### src/hdl/xpc_pkg.sv
// Package for the chained XOR packet codec: word types and mode codes.
// No dependencies; imported by every module of the block.
`timescale 1ns / 1ps
`default_nettype none

package xpc_pkg;

  localparam int unsigned ByteW = 8;

  typedef enum logic {
    MODE_ENCODE = 1'b0,
    MODE_DECODE = 1'b1
  } xpc_mode_t;

  // One input word after unpacking
  typedef struct packed {
    xpc_mode_t        cmd;
    logic             first_byte;
    logic             last_byte;
    logic [ByteW-1:0] rand_key;
    logic [ByteW-1:0] data_byte;
  } xpc_item_t;

  // One result word before packing
  typedef struct packed {
    logic [ByteW-1:0] out_byte;
    logic [ByteW-1:0] payload_sum;
    logic             check_ok;
    logic             run_end;
  } xpc_res_t;

endpackage : xpc_pkg

`default_nettype wire

### src/hdl/xpc_in_reg.sv
// Input register of the codec: holds one accepted word until the core takes it.
// Depends on xpc_pkg for the word type.
`timescale 1ns / 1ps
`default_nettype none

module xpc_in_reg
  import xpc_pkg::*;
(
  input  wire logic      clk,
  input  wire logic      rst_n,
  input  wire logic      in_tvalid,
  output logic           in_tready,
  input  wire xpc_item_t in_item,
  input  wire logic      take,        // core consumes the held word this cycle
  output logic           held_valid,
  output xpc_item_t      held_item
);

  logic      valid_r, valid_nxt;
  xpc_item_t item_r;

  // Room when empty or when the held word leaves this cycle
  assign in_tready = !valid_r || take;
  assign valid_nxt = (in_tvalid && in_tready) || (valid_r && !take);

  always_ff @(posedge clk) begin
    if (!rst_n) begin
      valid_r <= 1'b0;
    end else begin
      valid_r <= valid_nxt;
    end
  end

  // Payload, no reset needed
  always_ff @(posedge clk) begin
    if (in_tvalid && in_tready) begin
      item_r <= in_item;
    end
  end

  assign held_valid = valid_r;
  assign held_item  = item_r;

endmodule : xpc_in_reg

`default_nettype wire

### src/hdl/xpc_core.sv
// Chain state and byte transform of the codec, plus the fixed key register.
// Depends on xpc_pkg for word types and mode codes.
`timescale 1ns / 1ps
`default_nettype none

module xpc_core
  import xpc_pkg::*;
(
  input  wire logic             clk,
  input  wire logic             rst_n,
  input  wire logic             cfg_wr_en,
  input  wire logic [ByteW-1:0] cfg_wr_data,
  input  wire logic             advance,   // held word is processed this cycle
  input  wire xpc_item_t        item,
  output xpc_res_t              res
);

  logic [ByteW-1:0] fixed_key_r;
  logic [ByteW-1:0] inner_r, inner_nxt;
  logic [ByteW-1:0] outer_r, outer_nxt;
  logic [ByteW-1:0] pos_r, pos_nxt;
  logic [ByteW-1:0] rkey_r, rkey_nxt;
  xpc_mode_t        mode_r, mode_nxt;
  logic [ByteW-1:0] chk_r, chk_nxt;
  logic [ByteW-1:0] sum_r, sum_nxt;

  // A first byte restarts the run from cleared chains
  logic [ByteW-1:0] inner_cur, outer_cur, pos_cur;
  logic [ByteW-1:0] step, inner_mask, outer_mask, plain, result, q;

  assign inner_cur = item.first_byte ? '0 : inner_r;
  assign outer_cur = item.first_byte ? '0 : outer_r;
  assign pos_cur   = item.first_byte ? '0 : pos_r;
  assign rkey_nxt  = item.first_byte ? item.rand_key : rkey_r;
  assign mode_nxt  = item.first_byte ? item.cmd : mode_r;

  assign step       = pos_cur + ByteW'(1);
  assign inner_mask = inner_cur + rkey_nxt + step;
  assign outer_mask = outer_cur + fixed_key_r + step;
  assign q          = item.data_byte ^ outer_mask;

  // Transform: encode runs both chains forward, decode peels them in reverse
  always_comb begin
    case (mode_nxt)
      MODE_ENCODE: begin
        plain     = item.data_byte;
        inner_nxt = item.data_byte ^ inner_mask;
        outer_nxt = inner_nxt ^ outer_mask;
        result    = outer_nxt;
      end
      MODE_DECODE: begin
        plain     = q ^ inner_mask;
        inner_nxt = q;
        outer_nxt = item.data_byte;
        result    = plain;
      end
      default: begin
        plain     = item.data_byte;
        inner_nxt = inner_cur;
        outer_nxt = outer_cur;
        result    = item.data_byte;
      end
    endcase
  end

  // Checksum byte on first, payload sum otherwise
  assign chk_nxt = item.first_byte ? plain : chk_r;
  assign sum_nxt = item.first_byte ? '0 : sum_r + plain;
  assign pos_nxt = step;

  assign res.out_byte    = result;
  assign res.payload_sum = sum_nxt;
  assign res.check_ok    = item.last_byte && (chk_nxt == sum_nxt);
  assign res.run_end     = item.last_byte;

  always_ff @(posedge clk) begin
    if (!rst_n) begin
      fixed_key_r <= '0;
    end else if (cfg_wr_en) begin
      fixed_key_r <= cfg_wr_data;
    end
  end

  always_ff @(posedge clk) begin
    if (!rst_n) begin
      inner_r <= '0;
      outer_r <= '0;
      pos_r   <= '0;
      rkey_r  <= '0;
      mode_r  <= MODE_ENCODE;
      chk_r   <= '0;
      sum_r   <= '0;
    end else if (advance) begin
      inner_r <= inner_nxt;
      outer_r <= outer_nxt;
      pos_r   <= pos_nxt;
      rkey_r  <= rkey_nxt;
      mode_r  <= mode_nxt;
      chk_r   <= chk_nxt;
      sum_r   <= sum_nxt;
    end
  end

endmodule : xpc_core

`default_nettype wire

### src/hdl/chained_xor_packet_codec.sv
// Top level of the chained XOR packet codec: stream ports, result register.
// Depends on xpc_pkg, xpc_in_reg and xpc_core.
//
//  channel  dir  handshake           payload
//  in_      in   in_tvalid/tready    tdata{data_byte,rand_key} tuser{first,cmd} tlast
//  out_     out  out_tvalid/tready   tdata{payload_sum,out_byte} tuser{check_ok} tlast
//  cfg_     in   cfg_wr_en           cfg_wr_data = fixed_key
//
// One word per cycle while out_tready is high; out_tvalid is the result register's valid.
// The chain update (two 8-bit adds and XORs per stage) sits between the input
// register and the result register; chain state advances when a word moves on.
// A stalled output holds its word while one more input word waits in the input register.
// Synchronous active-low reset clears valids, chains, counter, keys and mode.
`timescale 1ns / 1ps
`default_nettype none

module chained_xor_packet_codec
  import xpc_pkg::*;
(
  input  wire logic        clk,
  input  wire logic        rst_n,
  input  wire logic        in_tvalid,
  output logic             in_tready,
  input  wire logic [15:0] in_tdata,   // [7:0] rand_key, [15:8] data_byte
  input  wire logic [1:0]  in_tuser,   // [0] cmd, [1] first_byte
  input  wire logic        in_tlast,   // last_byte
  output logic             out_tvalid,
  input  wire logic        out_tready,
  output logic [15:0]      out_tdata,  // [7:0] out_byte, [15:8] payload_sum
  output logic             out_tuser,  // check_ok
  output logic             out_tlast,  // run_end
  input  wire logic        cfg_wr_en,
  input  wire logic [7:0]  cfg_wr_data
);

  xpc_item_t in_item, held_item;
  xpc_res_t  res;
  xpc_res_t  res_r;
  logic      held_valid, advance;
  logic      out_valid_r, out_valid_nxt;

  assign in_item.cmd        = xpc_mode_t'(in_tuser[0]);
  assign in_item.first_byte = in_tuser[1];
  assign in_item.last_byte  = in_tlast;
  assign in_item.rand_key   = in_tdata[7:0];
  assign in_item.data_byte  = in_tdata[15:8];

  // Held word moves on when the result register is free or being drained
  assign advance = held_valid && (!out_valid_r || out_tready);

  xpc_in_reg u_in_reg (
    .clk        (clk),
    .rst_n      (rst_n),
    .in_tvalid  (in_tvalid),
    .in_tready  (in_tready),
    .in_item    (in_item),
    .take       (advance),
    .held_valid (held_valid),
    .held_item  (held_item)
  );

  xpc_core u_core (
    .clk         (clk),
    .rst_n       (rst_n),
    .cfg_wr_en   (cfg_wr_en),
    .cfg_wr_data (cfg_wr_data),
    .advance     (advance),
    .item        (held_item),
    .res         (res)
  );

  // Result register
  assign out_valid_nxt = advance || (out_valid_r && !out_tready);

  always_ff @(posedge clk) begin
    if (!rst_n) begin
      out_valid_r <= 1'b0;
    end else begin
      out_valid_r <= out_valid_nxt;
    end
  end

  always_ff @(posedge clk) begin
    if (advance) begin
      res_r <= res;
    end
  end

  assign out_tvalid = out_valid_r;
  assign out_tdata  = {res_r.payload_sum, res_r.out_byte};
  assign out_tuser  = res_r.check_ok;
  assign out_tlast  = res_r.run_end;

  // A good checksum verdict only comes with the end of a run
  a_ok_on_end: assert property (@(posedge clk) disable iff (!rst_n)
    out_tvalid |-> (!out_tuser || out_tlast))
    else $error("check_ok set on a word that does not end the run");

  // Input is never blocked while the result register is empty
  a_ready_when_empty: assert property (@(posedge clk) disable iff (!rst_n)
    !out_tvalid |-> in_tready)
    else $error("input stalled with empty result register");

  // The checksum byte of a run carries a zero payload sum
  a_first_sum_zero: assert property (@(posedge clk) disable iff (!rst_n)
    (advance && held_item.first_byte) |=> (out_tdata[15:8] == 8'd0))
    else $error("nonzero payload sum on checksum byte");

  // Nothing is presented right after reset
  a_reset_empty: assert property (@(posedge clk)
    !rst_n |=> !out_tvalid)
    else $error("output valid following reset");

endmodule : chained_xor_packet_codec

`default_nettype wire
### config.mk
export PLATFORM = sky130hd
export DESIGN_NAME = chained_xor_packet_codec
export DESIGN_NICKNAME = d
export VERILOG_FILES = /design/src/hdl/xpc_pkg.sv /design/src/hdl/xpc_in_reg.sv /design/src/hdl/xpc_core.sv /design/src/hdl/chained_xor_packet_codec.sv
export SDC_FILE = /design/constraint.sdc
export NUM_CORES = 1
export LEC_CHECK = 0
export BUFFER_PORTS_ARGS = -buffer_cell sky130_fd_sc_hd__buf_2
export CORE_ASPECT_RATIO = 1.4
export CORE_UTILIZATION = 40
export DETAILED_ROUTE_END_ITERATION = 6
export GPL_ROUTABILITY_DRIVEN = 0
export PLACE_DENSITY = 0.66
export SETUP_SLACK_MARGIN = 0.15
export SYNTH_ARGS = -nofsm -noshare
export SYNTH_HDL_FRONTEND = slang
export SYNTH_SLANG_ARGS = --single-unit
### constraint.sdc
create_clock -name clk -period 13.1 [get_ports clk]
set_input_delay 0.655 -clock clk [delete_from_list [all_inputs] [get_ports clk]]
set_output_delay 0.655 -clock clk [all_outputs]
set_load 0.01 [all_outputs]
Word-level counts from Yosys, hierarchy flattened
Cells that the tools add are included.

storage, ports and cells
  output and inout bits = 20
  input port bits = 32
  bits in registers = 96

operators by class
  mux-type cells = 11
  equal/unequal tests = 1
  reduce and logical (&&, ||, !) cells = 13
  add/subtract/negate cells = 6
  bitwise logic cells = 5

operator list
  operator                                     number
  case mux 8 bit (2 select lines)              4
  2-to-1 mux 8 bit                             6
  adder 8 bit                                  5
  XOR 8 bit                                    4
  adder 8 x 1 -> 8 bit, second input constant  1
  equality test 8 bit                          1
  logical AND 1 bit                            5
  zero test 1 bit                              4
  logical OR 1 bit                             4
  2-to-1 mux 1 bit                             1
  inverter 1 bit                               1

Depth between registers and ports, before layout
Gate-level depths: netlist of run 1.

  word-level depth = 10
  mapped depth = 24
  gate-level depth less buffers = 23

Cells and area by module
From an unflattened synthesis of run 1, not the netlist that was laid out.

second synthesis, totals
  cell total of the unflattened synthesis = 583
  area, all modules = 5714.2 um^2

by module, submodules not included
  module                    cells an instance  instances  area each (um^2)  sequential area each (um^2)
  xpc_core                  537                1          4498.1            1141.1
  xpc_in_reg                24                 1          628.1             590.6
  chained_xor_packet_codec  22                 1          588.1             560.5

Worst setup path before layout of run 1
OpenSTA, ideal clock, no wires.

  path type = flip-flop to flip-flop
  start = reg u_in_reg.item_r (netlist bit u_in_reg.held_item[17])
  end = reg res_r (netlist bit out_tuser), data pin
  period minus slack after synthesis = 5.282 ns
  setup slack = 7.818 ns
  arrival time = 5.017 ns
  required time = 12.834 ns
  setup time = 0.266 ns
  stages on the path, launching flop included = 23
  cells stage by stage = edfxtp_1 clkbuf_1 clkbuf_1 clkbuf_1 nor2b_1 fa_1 ha_1 a21o_1 a21oi_1 xnor2_1 xnor2_1 xnor2_1 mux2_2 ha_1 clkbuf_1 nand3_1 o211ai_1 o41ai_2 xnor2_2 nand2_1 or3_1 o211ai_1 nor4_2

RTL lines
  element                 RTL line                        RTL
  start, declared         xpc_in_reg.sv:20                xpc_item_t item_r;
  start signal, assigned  xpc_in_reg.sv:37                item_r <= in_item;
  end signal, assigned    chained_xor_packet_codec.sv:85  res_r <= res;
  end, declared           chained_xor_packet_codec.sv:38  xpc_res_t res_r;

==> run metrics, run 1 <==
TritonCTS Buffers 9; fin area between 6000 and 7000 um^2; Synth Register Bits 96; Switching Fraction 0.3044; Req. time, crit path between 10 and 15 ns; post-synth top area share 0.2150; reg2reg path depth 23; Comb power frac 0.246; DP Area ~5900 um^2; most area-consuming cells after synthesis dfxtp_1, edfxtp_1, xnor2_1, fa_1, nand2_1; PD cells 126.6 nW/um^2; Starting Density 0.4103; critical path's slowest cell ha_1; final setup vio count 0; final setup TNS 0 ns; Leak 2.471 nW; yosys warns 0; Max Fanout on Critical Path 43; Post CTS Setup Buffer Count 0; vias roughly 4200; Post-CTS Hold Buffers 0; CTS H-tree depth 3; Congestion Overflow GR 0; Layout area overhead 12.00%; RSZ-0062 raised after global routing false; max-cap viol count 0; drt pass-1 iters 5; EDFF count, synth 37; Max Clk Rate 180.9 MHz; Int Pwr between 0.5 and 0.6 mW; CTS tree built; Post-synth ARST share 0; Critical Path Source Type flip-flop; vias in the first global route 4167; clk sinks between 90 and 100; number of cell rows 50; IO Port Bufs between 50 and 60; Residual DRC 0; Core Util, Final 0.4595; vias per inst around 5.2; initial DRC count 280; Netlist Area Pre-Place between 5000 and 6000 um^2; fin cells between 800 and 900; Worst Hold Depth 2; post-detailed-route wirelength per cell between 15 and 20 um; total power between 0.7 and 0.8 mW; Critical Path, Cell by Cell buf_4, inv_2, nand2_1, fa_1, inv_1, ha_1, inv_1, fa_1, nor2b_1, o21ai_0, a21oi_1, xnor2_1, xnor2_1, mux2_2, ha_1, nor3_1, nor2_1, o41ai_2, xnor2_2, xor2_1, xnor2_1, o211ai_1, nor4_2; DPL Wire Length ~9000 um; die extent in y 140.7 um; DP Cell Count 800; CP max stage delay ~0.5 ns; initial antenna violation count 0; Die Span X between 100 and 150 um; Clock Tree Buf Depth 2; Worst-path clk slew roughly 0.060 ns; Peak supply drop between 0.05 and 0.06 mV; worst slew pin tran ~1.1 ns; first-pass GRT wire length between 20000 and 25000 um; Routed WL 12380 um; crit end category flip-flop; nets approximately 700; register area share after synthesis 0.4173; Cells after Synth slightly below 600; Worst Setup Path Type flip-flop to flip-flop; largest net degree at the start of global routing 58; die area about 14000 um^2; status finished clean; most frequent CP cell xnor2_1; clock power share 0.307; Post-Syn Nets 661; Hold Crit Class flip-flop to flip-flop; area leader, netlist dfxtp_1; Slew HR 0.2770; layout cells sized above 1 0.1343; post_cts resized 0; Main synth FF type dfxtp_1; insertion delay to the later sink of the worst-skew pair approximately 0.34 ns; Switch Pwr approximately 0.24 mW; CP Data Arrival Time roughly 5.6 ns; Slew Limit Fails 0; Core ar. approximately 13000 um^2; Setup Skew 0.003720 ns; Syn Area/Cell roughly 9 um^2; period utilization 0.4221; Unique masters post-synth between 50 and 60; Routed Antenna Nets 0; All-Layer GR Usage 0.1867; share of power burned in registers 0.447; Final Hold Vio Count 0; Antenna Diode Count 0; min Tclk post-route approximately 5.5 ns; clk root buf clkbuf_16; Ports 52
[power by group through the flow]
stage | Clock, mW | Combinational [mW] | Sequential, mW
3_5_place_dp | 0 | 0.191 | 0.355
5_1_grt | 0.258 | 0.213 | 0.350
2_1_floorplan | 0 | 0.146 | 0.353
4_1_cts | 0.244 | 0.192 | 0.348
3_3_place_gp | 0 | 0.185 | 0.354
6_report | 0.239 | 0.191 | 0.348
[cell families (layout without fill, tap and decap cells)]
family,after synthesis,after routing,synth area share
xor+xnor,59,59,0.09818
fa+ha+maj,36,36,0.1039
compound gates,107,107,0.1278
mux,23,23,0.04351
simple gates,204,204,0.1622
buf+inv,68,108,0.04715
flops,96,96,0.4173
[placed cells by master (no fill, tap or decap), types with 3 or more instances in the layout]
master and n:
clkbuf_16 9, dfxtp_1 59, nor2b_1 15, o21ai_0 7
o211ai_1 5, a211oi_1 18, edfxtp_1 37, buf_2 51
nand3_1 10, buf_4 4, a21o_1 4, inv_1 34
a311oi_1 5, nor2_1 71, mux2i_1 19, nand2_1 76
or3_1 6, o21ai_1 7, nand4_1 3, a21oi_1 43
xor2_1 17, inv_2 4, fa_1 16, xnor2_2 3
xnor2_1 39, ha_1 20, nor3_1 11
[synthesized netlist by cell type (3+ instances only)]
library cell and n:
fa_1 16, mux2i_1 19, xnor2_2 3, nor2b_1 15, nand4_1 3, o211ai_1 5
o21ai_1 7, a21oi_1 43, nor2_1 71, xnor2_1 39, or3_1 6, nand2_1 76
a21o_1 4, xor2_1 17, inv_2 4, edfxtp_1 37, o21ai_0 7, nor3_1 11
nand3_1 10, dfxtp_1 59, clkbuf_1 27, ha_1 20, a311oi_1 5, a211oi_1 18
inv_1 34
[layout make-up]
cell class                 count  area, um^2
clock inverter                 5       33.78
tap                          182       227.7
timing repair buffer          55       285.3
sequential                    96        2292
fill                        1295        7236
inverter                      38       142.6
clock buffer                  10       229.0
multi-input combinational    429        2942
[flip-flops by register name, indices dropped and copies added, names as in the netlist]
signal,cells
u_in_reg.held_item,19
out_tdata,16
u_core.chk_r,8
u_core.fixed_key_r,8
u_core.inner_r,8
u_core.outer_r,8
u_core.pos_r,8
u_core.rkey_r,8
u_core.sum_r,8
out_tlast,1
out_tuser,1
out_tvalid,1
u_core.mode_r,1
u_in_reg.held_valid,1
[per-stage QoR]
stage          worst slack (ns)  hold WS [ns]
2_1_floorplan             7.818        0.4273
3_3_place_gp              7.853        0.4371
3_5_place_dp              7.683        0.4496
4_1_cts                   7.604        0.4585
5_1_grt                   7.134        0.4702
6_report                  7.571        0.4567
[routing by layer]
layer  wire (um)  global-route usage
met5           0                   0
met4         346             0.08009
met3         371             0.02975
met2        6573              0.3421
met1        5090              0.2109
[worst max-delay path, delay by kind of cell, from the launching register on]
family / cells / cell delay [ns]
XOR/XNOR: 5 / 0.94
adder cells (fa/ha/maj): 4 / 1.53
buffers and inverters: 4 / 0.87
AO/OA/AOI/OAI: 4 / 0.63
flip-flops: 1 / 0.32
AND/OR/NAND/NOR: 5 / 0.65
multiplexers: 1 / 0.31
[worst paths after layout]
path	from	end	slack (ns)
worst max-delay path	u_in_reg.held_item[17]	out_tuser	7.57
worst min-delay path	u_core.inner_r[1]	u_core.inner_r[1]	0.46
worst max register to register	u_in_reg.held_item[17]	out_tuser	7.57
worst min register to register	u_core.inner_r[1]	u_core.inner_r[1]	0.46
No activity file was read; power rests on OpenSTA's default activity.
==> run 2: changes to the inputs <==
- clock period: 13.1 -> 5.3 ns (I/O delays scaled with it)
==> run 2 against run 1 <==
Net effect: non-clock buffer count grew 22; critical path type unchanged; count of clock-buffer cells in the layout shrank 1; clock power grew to 2.7 times the previous value; hold slack lost 0.36 ns; largest cell class unchanged; maximum frequency grew 10%; largest power group unchanged; wire length grew 7.1%.
==> run metrics, run 2 (synthesized netlist as in run 1, its figures left out) <==
Max Fanout on Critical Path 11; Core ar. 13390 um^2; reg2reg path depth 21; Worst R2R End out_tuser; Hold Path Origin in_tuser[0]; Hold Crit Class input pin to flip-flop; Worst-path clk slew around 0.070 ns; Routed Antenna Nets 0; period utilization 0.9483; Congestion Overflow GR 0; largest net degree at the start of global routing 58; Worst Setup Path Type flip-flop to flip-flop; vias 4352; CP Data Arrival Time around 5.1 ns; Residual DRC 0; post-detailed-route wirelength per cell roughly 16 um; most common cell after layout, fill and taps aside nand2_1; nets about 700; Leak 2.693 nW; status finished clean; hold endpoint u_in_reg.held_item[18]; Req. time, crit path 5.39 ns; flop-to-flop setup slack around 0.27 ns; Final Hold Vio Count 0; PD cells between 300 and 400 nW/um^2; Max Clk Rate about 200 MHz; Slew Limit Fails 0; Layout area overhead 20.59%; DPL Wire Length 9204 um; Critical Path Source Type flip-flop; most frequent cells in the layout nand2_1, nor2_1, dfxtp_1; All-Layer GR Usage 0.1893; Filler Cells Inserted ~1200; Routed WL around 13000 um; worst slew pin tran about 1.0 ns; Starting Density 0.4103; CP max stage delay 0.51 ns; clk sinks 96; RSZ-0062 raised after global routing true; vias in the first global route about 4300; final setup TNS 0 ns; crit end category flip-flop; Clock Tree Buf Depth 2; CTS tree built; reg-to-reg critical path startpoint u_in_reg.held_item[17]; max-cap viol count 0; most frequent CP cell xnor2_2; drt pass-1 iters 4; Critical Path, Cell by Cell buf_12, mux2_2, fa_1, ha_2, inv_1, fa_2, nor2b_2, o22ai_1, xnor2_2, xnor2_2, xnor2_2, mux2_4, ha_4, nor3_1, nor2_1, o41ai_2, xnor2_2, nand2_1, or3_1, o211ai_1, nor4_2; Ports between 50 and 60; Setup Skew 0.006591 ns; min Tclk post-route slightly above 5 ns; final setup vio count 0; die extent in y 140.7 um; Slew HR 0.3039; insertion delay to the later sink of the worst-skew pair approximately 0.34 ns; Die Span X between 100 and 150 um; layout cells sized above 1 0.2137; IO Port Bufs 51; max reg flops 19; first-pass GRT wire length a little over 20000 um; Worst Hold Depth 1; clk root buf clkbuf_16; critical path's slowest cell fa_1; die area roughly 14000 um^2; hold slack final roughly 0.095 ns; vias per inst slightly above 5; TritonCTS Buffers 9; Antenna Diode Count 0; initial DRC count ~190; number of cell rows 50; CTS H-tree depth 3; Peak supply drop roughly 0.14 mV; Post-CTS Hold Buffers 0; initial antenna violation count 0
run 2: changes by cell type in the layout (fill, tap and decap cells not counted), sizes merged:
cell	delta
clkinv	+2
clkbuf	-1
bufinv	+1
clkinvlp	-2
bufbuf	+1
buf	+21
run 2: routing by layer:
layer	up-vias	track usage	share of wire
li1	2137	-	-
met1	2069	0.2039	0.40
met2	111	0.3486	0.52
met3	35	0.02628	0.030
met4	0	0.1076	0.046
met5	-	0	0
run 2: area by class of cell:
type	count	area, um^2	area share
clock inverters	6	60.06	0.009067
repair buffers	77	495.5	0.07480
inverters	38	142.6	0.02153
clock buffers	9	225.2	0.03400
flip-flops and latches	96	2297	0.3468
well taps	182	227.7	0.03438
multi-input cells	429	3176	0.4794
run 2: report_power, final:
part	internal [mW]	switching [mW]	total, mW	leakage (nW)
registers	0.828	0.0339	0.862	0.841
logic	0.255	0.309	0.564	1.71
clock network	0.362	0.277	0.639	0.141
total	1.44	0.620	2.06	2.69
run 2: worst max-delay path: cells and delay by family (launching register included):
family          cells  cell delay [ns]
fa+ha+maj           4             1.37
simple gates        6             0.88
xor+xnor            4             0.81
mux                 2             0.71
flops               1             0.40
compound gates      3             0.37
buf+inv             2             0.23
run 2: through the flow:
| step | setup WS (ns) | instances | utilization | total power [mW] | cell area [um^2] |
|---|---|---|---|---|---|
| floorplan | 0.1831 | 593 | - | 1.233 | 5495 |
| global placement | 0.2909 | 808 | 0.4453 | 1.350 | 5962 |
| detailed placement | 0.08716 | 808 | 0.4453 | 1.368 | 5962 |
| CTS | 0.1542 | 829 | 0.4763 | 2.031 | 6376 |
| global route | 0.07635 | 837 | 0.4948 | 2.160 | 6624 |
| finish | 0.2743 | 837 | 0.4948 | 2.065 | 6624 |
run 2: how the worst max path moves through the flow:
stage | from | depth (start not counted) | end
after floorplan | u_in_reg.held_item[17] | 23 | out_tuser
after global placement | u_in_reg.held_item[17] | 20 | out_tuser
after detailed placement | u_in_reg.held_item[17] | 21 | out_tuser
after CTS | u_in_reg.held_item[17] | 22 | out_tuser
after global routing | u_in_reg.held_item[17] | 21 | out_tuser
final | u_in_reg.held_item[17] | 21 | out_tuser
run 2: timing repair:
item | CTS | global route
pin swaps | 6 | 19
cloned | 1 | 0
endpoints found under the setup margin | 1 | 3
gates resized for setup | 13 | 32
setup buffers | 5 | 8
